### src/rtl/core/cba_div.sv
// Restoring divider, one quotient bit per cycle, for the block count.
// Depends on nothing outside this file.
`default_nettype none
module cba_div #(
  parameter int W = 32
) (
  input  logic         clk,
  input  logic         rst,
  input  logic         go,
  input  logic [W-1:0] num,
  input  logic [15:0]  den,
  output logic         done,
  output logic [W-1:0] quot,
  output logic         rem_nz
);
  localparam int NW = $clog2(W + 1);

  logic [W-1:0]  q;
  logic [16:0]   r;
  logic [15:0]   den_r;
  logic [NW-1:0] cnt;
  logic          running;
  logic [16:0]   r_sh;

  assign r_sh   = {r[15:0], q[W-1]};
  assign quot   = q;
  assign rem_nz = (r != 17'd0);

  always_ff @(posedge clk) begin
    if (rst) begin
      running <= 1'b0;
      done    <= 1'b0;
      cnt     <= '0;
    end else begin
      done <= !go && running && (cnt == NW'(1));
      if (go) begin
        running <= 1'b1;
        cnt     <= NW'(W);
      end else if (running) begin
        cnt <= cnt - 1'b1;
        if (cnt == NW'(1)) begin
          running <= 1'b0;
        end
      end
    end
  end

  always_ff @(posedge clk) begin
    if (go) begin
      q     <= num;
      r     <= '0;
      den_r <= den;
    end else if (running) begin
      if (r_sh >= {1'b0, den_r}) begin
        r <= r_sh - {1'b0, den_r};
        q <= {q[W-2:0], 1'b1};
      end else begin
        r <= r_sh;
        q <= {q[W-2:0], 1'b0};
      end
    end
  end
endmodule
`default_nettype wire

### config.mk
export PLATFORM = sky130hd
export DESIGN_NAME = cba_div
export DESIGN_NICKNAME = d
export VERILOG_FILES = /design/src/rtl/core/cba_div.sv
export SDC_FILE = /design/constraint.sdc
export NUM_CORES = 1
export LEC_CHECK = 0
export BUFFER_PORTS_ARGS = -buffer_cell sky130_fd_sc_hd__buf_2
export CORE_ASPECT_RATIO = 0.5
export CORE_MARGIN = 1
export CORE_UTILIZATION = 30
export DETAILED_ROUTE_END_ITERATION = 7
export GPL_TIMING_DRIVEN = 0
export REMOVE_ABC_BUFFERS = 1
export SETUP_SLACK_MARGIN = 0.5
export SYNTH_ARGS = -nofsm -noshare
export SYNTH_HDL_FRONTEND = slang
export SYNTH_SLANG_ARGS = --single-unit
### constraint.sdc
create_clock -name clk -period 5.3 [get_ports clk]
set_clock_uncertainty 0.15 [all_clocks]
set_input_delay 1.06 -clock clk [delete_from_list [all_inputs] [get_ports clk]]
set_output_delay 1.06 -clock clk [all_outputs]
set_load 0.005 [all_outputs]
==> summary.md <==
| Metric | Value |
|---|---|
| GRT overflow | `0` |
| Post-synthesis instance area | `roughly 3900 um2` |
| GRT Overall Usage | `between 10% and 20%` |
| Final worst path period share | `a little over three fifths` |
| DR vias | `between 2000 and 3000` |
| Post-cts resize count | `0` |
| Final hold vios | `0` |
| IO Count | `85` |
| Final setup margin | `approximately 2.0 ns` |
| Startpoint types | `input pin` |
| Area after DPL | `approximately 4400 um2` |
| Pre-antenna DRT Iters | `4` |
| Worst r2r src | `den_r[6]$_DFFE_PP_` |
| Wire per inst | `~14 um` |
| Share of layout cells above drive strength 1 | `approximately 32%` |
| Die X | `about 160 um` |
| Worst reg-to-reg path cell count | `9` |
| Commonest non-fill, non-tap cell in the layout | `buf_2` |
| Final estimated routing congestion in global placement | `0.7851` |
| Post-CTS Hold Buffers | `0` |
| Fraction of registers with async set or reset after synthesis | `0%` |
| TNS Setup | `0 ns` |
| Hold path start | `r[16]$_SDFFE_PP0P_` |
| Initial core utilization | `31.74%` |
| Synth warn | `0` |
| Int Pwr | `between 0.001 and 0.0015 W` |
| Number of global-route vias before repair | `between 2000 and 3000` |
| Netlist cell types | `53` |
| Mean post-synth cell area | `between 10 and 15 um2` |
| TritonCTS buffer count | `9` |
| Reg2reg setup slack | `roughly 2.1 ns` |
| Number of synthesized flops with an enable pin | `48` |
| Die span in y | `just over 80 um` |
| Post-place setup slack | `about 1.6 ns` |
| Final max-slew violation count | `0` |
| #FFs+latches synth | `73` |
| Final instance area | `around 4700 um2` |
| Worst-path clk slew | `around 0.06 ns` |
| Setup Viol. Count Final | `0` |
| Maximum VDD drop | `roughly 0.13 mV` |
| Arrival @ worst endpoint | `slightly above 3 ns` |
| PortBufs | `84` |
| Layout overhead on the synthesized area | `21.69%` |
| Switch share | `approximately a quarter` |
| Leak pwr | `around 1.9 nW` |
| Vias/cell | `4.779` |
| R2R Path End | `r[6]$_SDFFE_PP0P_` |
| Core area | `12190 um2` |
| DP Wirelength | `5.738 mm` |
| # diodes | `0` |
| Skew-Pair Late Insertion Delay | `0.32 ns` |
| Synth Instances | `356` |
| Clk sink count | `73` |
| Die Area | `~13000 um2` |
| CP endpoint kind | `flop` |
| Status | `completed` |
| Routed WL | `a little over 8 mm` |
| Setup Fix Bufs, Post-CTS | `0` |
| Clk root buf | `clkbuf_16` |
| CP startpoint | `go` |
| RSZ-0062 raised after global routing | `false` |
| Worst-path maximum fanout | `66` |
| Share of total power in sequential cells | `roughly 45%` |
| Initial DRC count | `~140` |
| Largest net degree at the start of global routing | `67` |
| Sequential share of the synthesized area | `around half` |
| Remaining DRCs | `0` |
| Global-route wire length before repair | `roughly 13 mm` |
| # Max-Cap Violations | `0` |
| NumNets Final | `507` |
| Clk buf depth | `2` |
| Most frequent cells in the layout | `buf_2, edfxtp_1, nor2_1, mux2_2` |
| H-tree Lvls | `3` |
| Clock share of power | `roughly 39%` |
| Hold Path Sink | `r[16]$_SDFFE_PP0P_` |
| Combinational share of power | `approximately 16%` |
| F_max | `about 300 MHz` |
| Worst Tran Pin Value | `around 1.3 ns` |
| Main synth FF type | `edfxtp_1` |
| Switching pwr | `0.0003839 W` |
| Required time of the critical path | `around 5.1 ns` |
| Final worst path period need | `3.314 ns` |
| PD cells | `roughly 320 nW/um2` |
| Initial antenna violation count | `0` |
| Worst hold path stage count | `2` |
| Critical path class | `input pin to flop` |
| Rows | `28` |
| Relative slew slack | `roughly 16%` |
| Antenna Nets Post-Route | `0` |
| CTS tree | `done` |
| Hold WC Path Type | `flop to flop` |
-- worst max-delay path, cell delays in order --
cell    delay [ns]
buf_4         0.63
nor2_1        0.34
inv_1         1.02
-- routing by layer --
layer / part of all wire [%] / track usage (%)
met3: 3.5 / 3.247
met1: 49 / 16.51
met4: 1.3 / 4.579
met2: 47 / 20.68
met5: 0 / 0
-- kinds of logic after synthesis --
group	count (synthesis)	share of synthesized area (%)
buf+inv	43	4.850
simple gates	101	12.22
xor+xnor	11	2.489
fa+ha+maj	19	6.337
compound gates	73	13.58
flops	73	50.18
mux	36	10.35
-- power by group through the flow --
stage               Clock (W)  Sequential (W)  Combinational [W]
detailed placement          0        0.000705           0.000245
global placement            0        0.000704           0.000243
floorplan                   0        0.000701           0.000157
global route         0.000637        0.000700           0.000275
finish               0.000592        0.000693           0.000244
CTS                  0.000610        0.000694           0.000247
-- how the worst max path moves through the flow --
stage	to	slack (ns)	depth (start not counted)
2_1_floorplan	r[6]$_SDFFE_PP0P_	2.60	8
3_3_place_gp	quot[7]$_DFFE_PP_	1.02	3
3_5_place_dp	quot[7]$_DFFE_PP_	1.61	3
4_1_cts	quot[7]$_DFFE_PP_	1.96	3
5_1_grt	quot[7]$_DFFE_PP_	1.76	3
6_report	quot[2]$_DFFE_PP_	1.99	3
-- cells in the mapped netlist, types with 2 or more instances --
cell type | count | area (um2)
nor2_1 | 32 | 120.1
mux2_2 | 32 | 360.4
edfxtp_1 | 48 | 1441
buf_1 | 5 | 18.77
o31ai_1 | 3 | 22.52
a31oi_1 | 4 | 25.02
clkbuf_1 | 5 | 18.77
nor4_1 | 4 | 25.02
xnor2_1 | 7 | 61.31
xor2_1 | 4 | 35.03
a311oi_2 | 5 | 75.07
nand2_1 | 29 | 108.9
a21oi_1 | 17 | 85.08
mux2i_1 | 4 | 40.04
nor3_1 | 9 | 45.04
dfxtp_1 | 25 | 500.5
nand3_1 | 8 | 40.04
o21a_1 | 3 | 22.52
inv_1 | 29 | 108.9
a311o_1 | 2 | 20.02
nand2b_1 | 3 | 18.77
a32oi_1 | 3 | 26.28
nor2b_1 | 3 | 18.77
a211oi_1 | 7 | 52.55
or4_1 | 2 | 15.01
ha_1 | 18 | 225.2
buf_2 | 2 | 10.01
o21ai_0 | 18 | 90.09
-- area by class of cell --
| cell class | instances | area [um2] |
|---|---|---|
| multi-input combinational | 240 | 1740 |
| tap | 165 | 206.4 |
| timing repair buffer | 84 | 422.9 |
| clock inverter | 5 | 56.30 |
| inverter | 29 | 108.9 |
| sequential | 73 | 1942 |
| clock buffer | 11 | 232.7 |
| fill | 1222 | 7482 |
-- flip-flops by register name, indices dropped and copies added (netlist names) --
signal / cells
den_r: 16
done: 1
r: 17
cnt: 6
quot: 32
running: 1
-- metrics by stage --
step	hold WS, ns	cells	total power [W]	util [%]
finish	0.3174	607	0.001529	38.63
global placement	0.3059	591	0.0009473	36.24
floorplan	0.2765	342	0.0008580	-
global route	0.3467	607	0.001612	38.63
CTS	0.3197	607	0.001551	38.63
detailed placement	0.3077	591	0.0009501	36.26
No activity file was read; power rests on OpenSTA's default activity.
