===== src/rtl/core/cba_pkg.sv =====
// Shared types and codes for the compacting block allocator.
// Depends on nothing; cba_cell and the allocator top import it.
`default_nettype none
package cba_pkg;

  localparam logic [1:0] ACT_ALLOC   = 2'd0;
  localparam logic [1:0] ACT_RELEASE = 2'd1;
  localparam logic [1:0] ACT_LOOKUP  = 2'd2;
  localparam logic [1:0] ACT_QUERY   = 2'd3;

  localparam logic [1:0] ST_OK       = 2'd0;
  localparam logic [1:0] ST_DUP      = 2'd1;
  localparam logic [1:0] ST_NOSPACE  = 2'd2;
  localparam logic [1:0] ST_NOTFOUND = 2'd3;

  localparam logic REG_BLOCK_SIZE  = 1'b0;
  localparam logic REG_BLOCK_COUNT = 1'b1;

  localparam logic [15:0] BLOCK_SIZE_RESET  = 16'd512;
  localparam logic [10:0] BLOCK_COUNT_RESET = 11'd1024;

  typedef struct packed {
    logic [1:0]  action;
    logic [7:0]  owner_tag;
    logic [31:0] byte_size;
  } in_word_t;

  typedef struct packed {
    logic [1:0]  status;
    logic [9:0]  first_block;
    logic [10:0] block_span;
    logic [31:0] file_bytes;
    logic [10:0] free_blocks;
    logic [10:0] used_blocks;
  } out_word_t;

  typedef struct packed {
    logic rotate;
    logic compact;
  } cba_mode_t;

endpackage
`default_nettype wire


===== src/rtl/core/cba_cell.sv =====
// One table entry of the allocator chain: used mark, owner tag, byte size.
// Depends on cba_pkg for the mode struct.
`default_nettype none
module cba_cell #(
  parameter int TAG_BITS  = 8,
  parameter int SIZE_BITS = 32
) (
  input  logic                  clk,
  input  logic                  rst,
  input  cba_pkg::cba_mode_t    mode,
  input  logic                  own_act,
  input  logic                  nxt_act,
  input  logic                  prv_used,
  input  logic                  nxt_used,
  input  logic [TAG_BITS-1:0]   nxt_owner,
  input  logic [SIZE_BITS-1:0]  nxt_bytes,
  output logic                  used,
  output logic [TAG_BITS-1:0]   owner,
  output logic [SIZE_BITS-1:0]  bytes
);
  import cba_pkg::*;

  logic mv_in;
  logic mv_out;

  // An entry moves down one place when the place below is empty.
  assign mv_in  = mode.compact && nxt_act && !used && nxt_used;
  assign mv_out = mode.compact && own_act && !prv_used && used;

  always_ff @(posedge clk) begin
    if (rst) begin
      used <= 1'b0;
    end else if (mode.rotate) begin
      used <= nxt_used;
    end else if (mv_in) begin
      used <= 1'b1;
    end else if (mv_out) begin
      used <= 1'b0;
    end
  end

  always_ff @(posedge clk) begin
    if (mode.rotate || mv_in) begin
      owner <= nxt_owner;
      bytes <= nxt_bytes;
    end
  end
endmodule
`default_nettype wire


===== config.mk =====
export PLATFORM = sky130hd
export DESIGN_NAME = cba_cell
export DESIGN_NICKNAME = d
export VERILOG_FILES = /design/src/rtl/core/cba_pkg.sv /design/src/rtl/core/cba_cell.sv
export SDC_FILE = /design/constraint.sdc
export NUM_CORES = 1
export LEC_CHECK = 0
export BUFFER_PORTS_ARGS = -buffer_cell sky130_fd_sc_hd__buf_2
export CORE_AREA = 2 2 63 65
export DETAILED_ROUTE_END_ITERATION = 10
export DIE_AREA = 0 0 65 67
export HOLD_SLACK_MARGIN = 0.12
export PLACE_DENSITY = 0.74
export SYNTH_ARGS = -nofsm -noshare
export SYNTH_HDL_FRONTEND = slang
export SYNTH_SLANG_ARGS = --single-unit

===== constraint.sdc =====
create_clock -name clk -period 1.9 [get_ports clk]
set_input_delay 0.095 -clock clk [delete_from_list [all_inputs] [get_ports clk]]
set_output_delay 0.095 -clock clk [all_outputs]
set_load 0.01 [all_outputs]

==> flow_summary.html <==
<table>
<tr><th>Metric</th><th>Value</th></tr>
<tr><th colspan="2">Power</th></tr>
<tr><td>Switching power</td><td>just over 0.4 mW</td></tr>
<tr><td>Switching Fraction</td><td>0.2040</td></tr>
<tr><td>Max IR drop VDD</td><td>0.4931 mV</td></tr>
<tr><td>Power density over cell area</td><td>854.8 nW/um^2</td></tr>
<tr><td>Share of power burned in combinational logic</td><td>0.118</td></tr>
<tr><td>Flop pwr share</td><td>0.541</td></tr>
<tr><td>P_int</td><td>about 1.6 mW</td></tr>
<tr><td>Clock share of power</td><td>0.340</td></tr>
<tr><td>Static power due to leakage</td><td>~1.0 nW</td></tr>
<tr><th colspan="2">Synth</th></tr>
<tr><td>Number of distinct standard cells referenced by the synthesized netlist</td><td>9</td></tr>
<tr><td>Fraction of synthesized cell area in xor and xnor cells</td><td>0</td></tr>
<tr><td>Synthesized netlist cell count</td><td>48</td></tr>
<tr><td>Fraction of the yosys area taken by sequential cells</td><td>0.9606</td></tr>
<tr><td>Flip-flop and latch count after synthesis</td><td>41</td></tr>
<tr><td>Area share of and/or/nand/nor cells after synthesis</td><td>0.01575</td></tr>
<tr><td>Post-synthesis average cell area</td><td>26.48 um^2</td></tr>
<tr><td>Yosys warnings</td><td>0</td></tr>
<tr><td>Main combinational cell family by area after synthesis</td><td>compound AO/OA/AOI/OAI gates</td></tr>
<tr><td>Cell area after technology mapping</td><td>~1300 um^2</td></tr>
<tr><td>Multiplexer share of the synthesized area</td><td>0</td></tr>
<tr><td>Number of nets produced by synthesis</td><td>96</td></tr>
<tr><td>Compound-cell area share of the yosys netlist</td><td>0.02362</td></tr>
<tr><td>Adder and majority cell fraction of the synthesized area</td><td>0</td></tr>
<tr><th colspan="2">Worst hold path</th></tr>
<tr><td>Worst hold-check path type</td><td>input pin to flip-flop</td></tr>
<tr><td>Hold Path Depth</td><td>3</td></tr>
<tr><th colspan="2">Clock network</th></tr>
<tr><td>Clock Sink Count</td><td>41</td></tr>
<tr><td>Clock slew seen by the registers of the worst setup and hold paths</td><td>70 ps</td></tr>
<tr><td>Clock tree from TritonCTS</td><td>built</td></tr>
<tr><td>H-tree level count</td><td>2</td></tr>
<tr><td>Post-cts resize count</td><td>0</td></tr>
<tr><td>Later-pin clock latency in the skew report</td><td>290 ps</td></tr>
<tr><td>Clock buffer depth</td><td>2</td></tr>
<tr><td>Root buffer cell</td><td>sky130_fd_sc_hd__clkbuf_8</td></tr>
<tr><td># Post-CTS Setup Buffers</td><td>0</td></tr>
<tr><td>Post-cts hold buffer count</td><td>42</td></tr>
<tr><td>CTS buffer count</td><td>5</td></tr>
<tr><th colspan="2">Timing</th></tr>
<tr><td>Worst rel slew slack</td><td>0.8637</td></tr>
<tr><td>RSZ-0062 raised after global routing</td><td>no</td></tr>
<tr><td>Final critical-path share of the clock period</td><td>0.7474</td></tr>
<tr><td>Hold_ws</td><td>431.1 ps</td></tr>
<tr><td>Max Freq</td><td>704.2 MHz</td></tr>
<tr><td>Number of endpoints with negative hold slack in the final report</td><td>0</td></tr>
<tr><td>Setup total negative slack</td><td>0 ps</td></tr>
<tr><td>Final setup margin</td><td>480.0 ps</td></tr>
<tr><td>Worst-Margin Slew</td><td>approximately 200 ps</td></tr>
<tr><td>Shortest period the worst path allows</td><td>1420 ps</td></tr>
<tr><td>Final Slew Violations</td><td>0</td></tr>
<tr><td>Worst clock skew</td><td>1.453 ps</td></tr>
<tr><td>Number of endpoints failing setup at the final stage</td><td>0</td></tr>
<tr><th colspan="2">Layout</th></tr>
<tr><td>Post-route cell area</td><td>2322 um^2</td></tr>
<tr><td>Leading cell type in the layout, fill and taps excluded</td><td>sky130_fd_sc_hd__buf_2</td></tr>
<tr><td>Top library cells by usage in the layout, fill and taps aside</td><td>sky130_fd_sc_hd__buf_2, sky130_fd_sc_hd__dlygate4sd3_1, sky130_fd_sc_hd__edfxtp_1</td></tr>
<tr><td>Diode count</td><td>0</td></tr>
<tr><td>Nets@finish</td><td>around 230</td></tr>
<tr><td>Ratio of cells with drive above 1 in the final layout</td><td>0.5294</td></tr>
<tr><td>Synthesis-to-layout area growth</td><td>82.68%</td></tr>
<tr><td>Utilization of the core after routing</td><td>0.6440</td></tr>
<tr><th colspan="2">Route</th></tr>
<tr><td>Vias per Instance</td><td>4.145</td></tr>
<tr><td>Wirelength, routed</td><td>3291 um</td></tr>
<tr><td>DRC viols</td><td>0</td></tr>
<tr><td>Post-DR wirelength/cell</td><td>14.00 um</td></tr>
<tr><td>Count of nets left with antenna violations after detail routing</td><td>0</td></tr>
<tr><td>Via total after detailed routing</td><td>974</td></tr>
<tr><td>Initial DRT Pass Iterations</td><td>4</td></tr>
<tr><td>Initial DRC Count</td><td>68</td></tr>
<tr><th colspan="2">Global routing</th></tr>
<tr><td>Gr ovfl total</td><td>0</td></tr>
<tr><td>Vias in the first global route</td><td>948</td></tr>
<tr><td>First-pass GRT wire length</td><td>4671 um</td></tr>
<tr><td>All-Layer GR Usage</td><td>0.1537</td></tr>
<tr><td>Initial antenna violation count</td><td>0</td></tr>
<tr><td>Maximum number of pins on one net before global-route repair</td><td>41</td></tr>
<tr><th colspan="2">Placement</th></tr>
<tr><td>Pre-CTS setup slack</td><td>between 600 and 700 ps</td></tr>
<tr><td>Final HPWL DP</td><td>1968 um</td></tr>
<tr><td># port buffers</td><td>88</td></tr>
<tr><td>Placer congestion estimate</td><td>0.5925</td></tr>
<tr><td>Placed cell areas</td><td>around 1800 um^2</td></tr>
<tr><th colspan="2">Setup path</th></tr>
<tr><td>Endpoint of the worst-slack reg-to-reg timing path</td><td>used</td></tr>
<tr><td>Critical path startpoint</td><td>used</td></tr>
<tr><td>Slack of the worst reg-to-reg path</td><td>480 ps</td></tr>
<tr><td>Data required time at the worst endpoint</td><td>approximately 2100 ps</td></tr>
<tr><td>Sort of element at the end of the critical path</td><td>flip-flop</td></tr>
<tr><td>Worst-path maximum fanout</td><td>3</td></tr>
<tr><td>Endpoint arrival time on the critical path</td><td>1600 ps</td></tr>
<tr><td>Startpoint-to-endpoint class of the critical path</td><td>flip-flop to flip-flop</td></tr>
<tr><td>Startpoint kind of the worst setup timing path</td><td>flip-flop</td></tr>
<tr><td>Source of the worst register-to-register timing path</td><td>used</td></tr>
<tr><td>Critical Path Sink</td><td>used</td></tr>
<tr><td>Logic depth of the worst register-to-register path</td><td>4</td></tr>
<tr><th colspan="2">Status</th></tr>
<tr><td>Result of the run</td><td>finished clean</td></tr>
<tr><th colspan="2">Floorplanning</th></tr>
<tr><td>Die outline width</td><td>65 um</td></tr>
<tr><td>Io pins</td><td>89</td></tr>
<tr><td>Height of the die</td><td>67 um</td></tr>
<tr><td>Core Region</td><td>roughly 3600 um^2</td></tr>
<tr><td>Area of the die</td><td>4355 um^2</td></tr>
<tr><td>Initial Utilization</td><td>0.3525</td></tr>
<tr><td>Rows</td><td>22</td></tr>
<tr><th colspan="2">Run</th></tr>
<tr><td>Max-cap violation count</td><td>0</td></tr>
</table>
==> layer usage <==
| layer | vias to the layer above | GRT usage | share of wire |
|---|---|---|---|
| met1 | 443 | 0.1561 | 0.36 |
| met4 | 0 | 0.06383 | 0.017 |
| li1 | 465 | - | - |
| met3 | 6 | 0.06757 | 0.11 |
| met5 | - | 0 | 0 |
| met2 | 60 | 0.2745 | 0.52 |
==> cell families after synthesis <==
kind of cell | after synthesis
simple gates | 3
compound gates | 4
flops | 41
==> flip-flops by register name, summed over array words and instances, names as in the netlist <==
| name | flops |
|---|---|
| bytes | 32 |
| owner | 8 |
| used | 1 |
==> worst max-delay path, cell delays in order, from the launching register on <==
cell	delay, ps
sky130_fd_sc_hd__dfxtp_1	350
sky130_fd_sc_hd__and3b_2	230
sky130_fd_sc_hd__o21ai_2	130
sky130_fd_sc_hd__a21oi_2	60
sky130_fd_sc_hd__dlygate4sd3_1	550
==> cells in the mapped netlist <==
| cell | instances | area [um^2] |
|---|---|---|
| sky130_fd_sc_hd__a21o_1 | 1 | 7.510 |
| sky130_fd_sc_hd__a21oi_2 | 1 | 8.760 |
| sky130_fd_sc_hd__and3b_2 | 1 | 10.01 |
| sky130_fd_sc_hd__dfxtp_1 | 1 | 20.02 |
| sky130_fd_sc_hd__edfxtp_1 | 40 | 1201 |
| sky130_fd_sc_hd__nand2_1 | 1 | 3.750 |
| sky130_fd_sc_hd__nor2b_1 | 1 | 6.260 |
| sky130_fd_sc_hd__o21ai_1 | 1 | 5.000 |
| sky130_fd_sc_hd__o21ai_2 | 1 | 8.760 |
==> power groups by stage <==
stage | Sequential (mW) | Clock (mW) | Combinational, mW
global placement | 1.09 | 0 | 0.161
global route | 1.08 | 0.730 | 0.253
finish | 1.07 | 0.676 | 0.235
floorplan | 1.13 | 0 | 0.0215
detailed placement | 1.09 | 0 | 0.167
CTS | 1.07 | 0.695 | 0.234
==> through the flow <==
stage	total power, mW	instances
after global routing	2.063	235
after CTS	2.003	235
final	1.985	235
after global placement	1.252	185
after detailed placement	1.261	185
after floorplan	1.148	48
==> worst min-delay path by stage <==
stage	from	end	slack [ps]
after CTS	mode[1]	bytes[1]	440
after detailed placement	rst	used	260
after floorplan	rst	used	160
after global routing	mode[1]	owner[2]	470
after global placement	rst	used	260
final	mode[1]	owner[2]	430
==> final cells by class <==
class / instances / area (um^2)
Fill cell: 263 / 1284
Timing Repair Buffer: 131 / 880.8
Clock buffer: 5 / 68.82
Tap cell: 48 / 60.06
Sequential cell: 41 / 1221
Clock inverter: 3 / 41.29
Multi-Input combinational cell: 7 / 50.05
(Power assumes the default switching activity.)
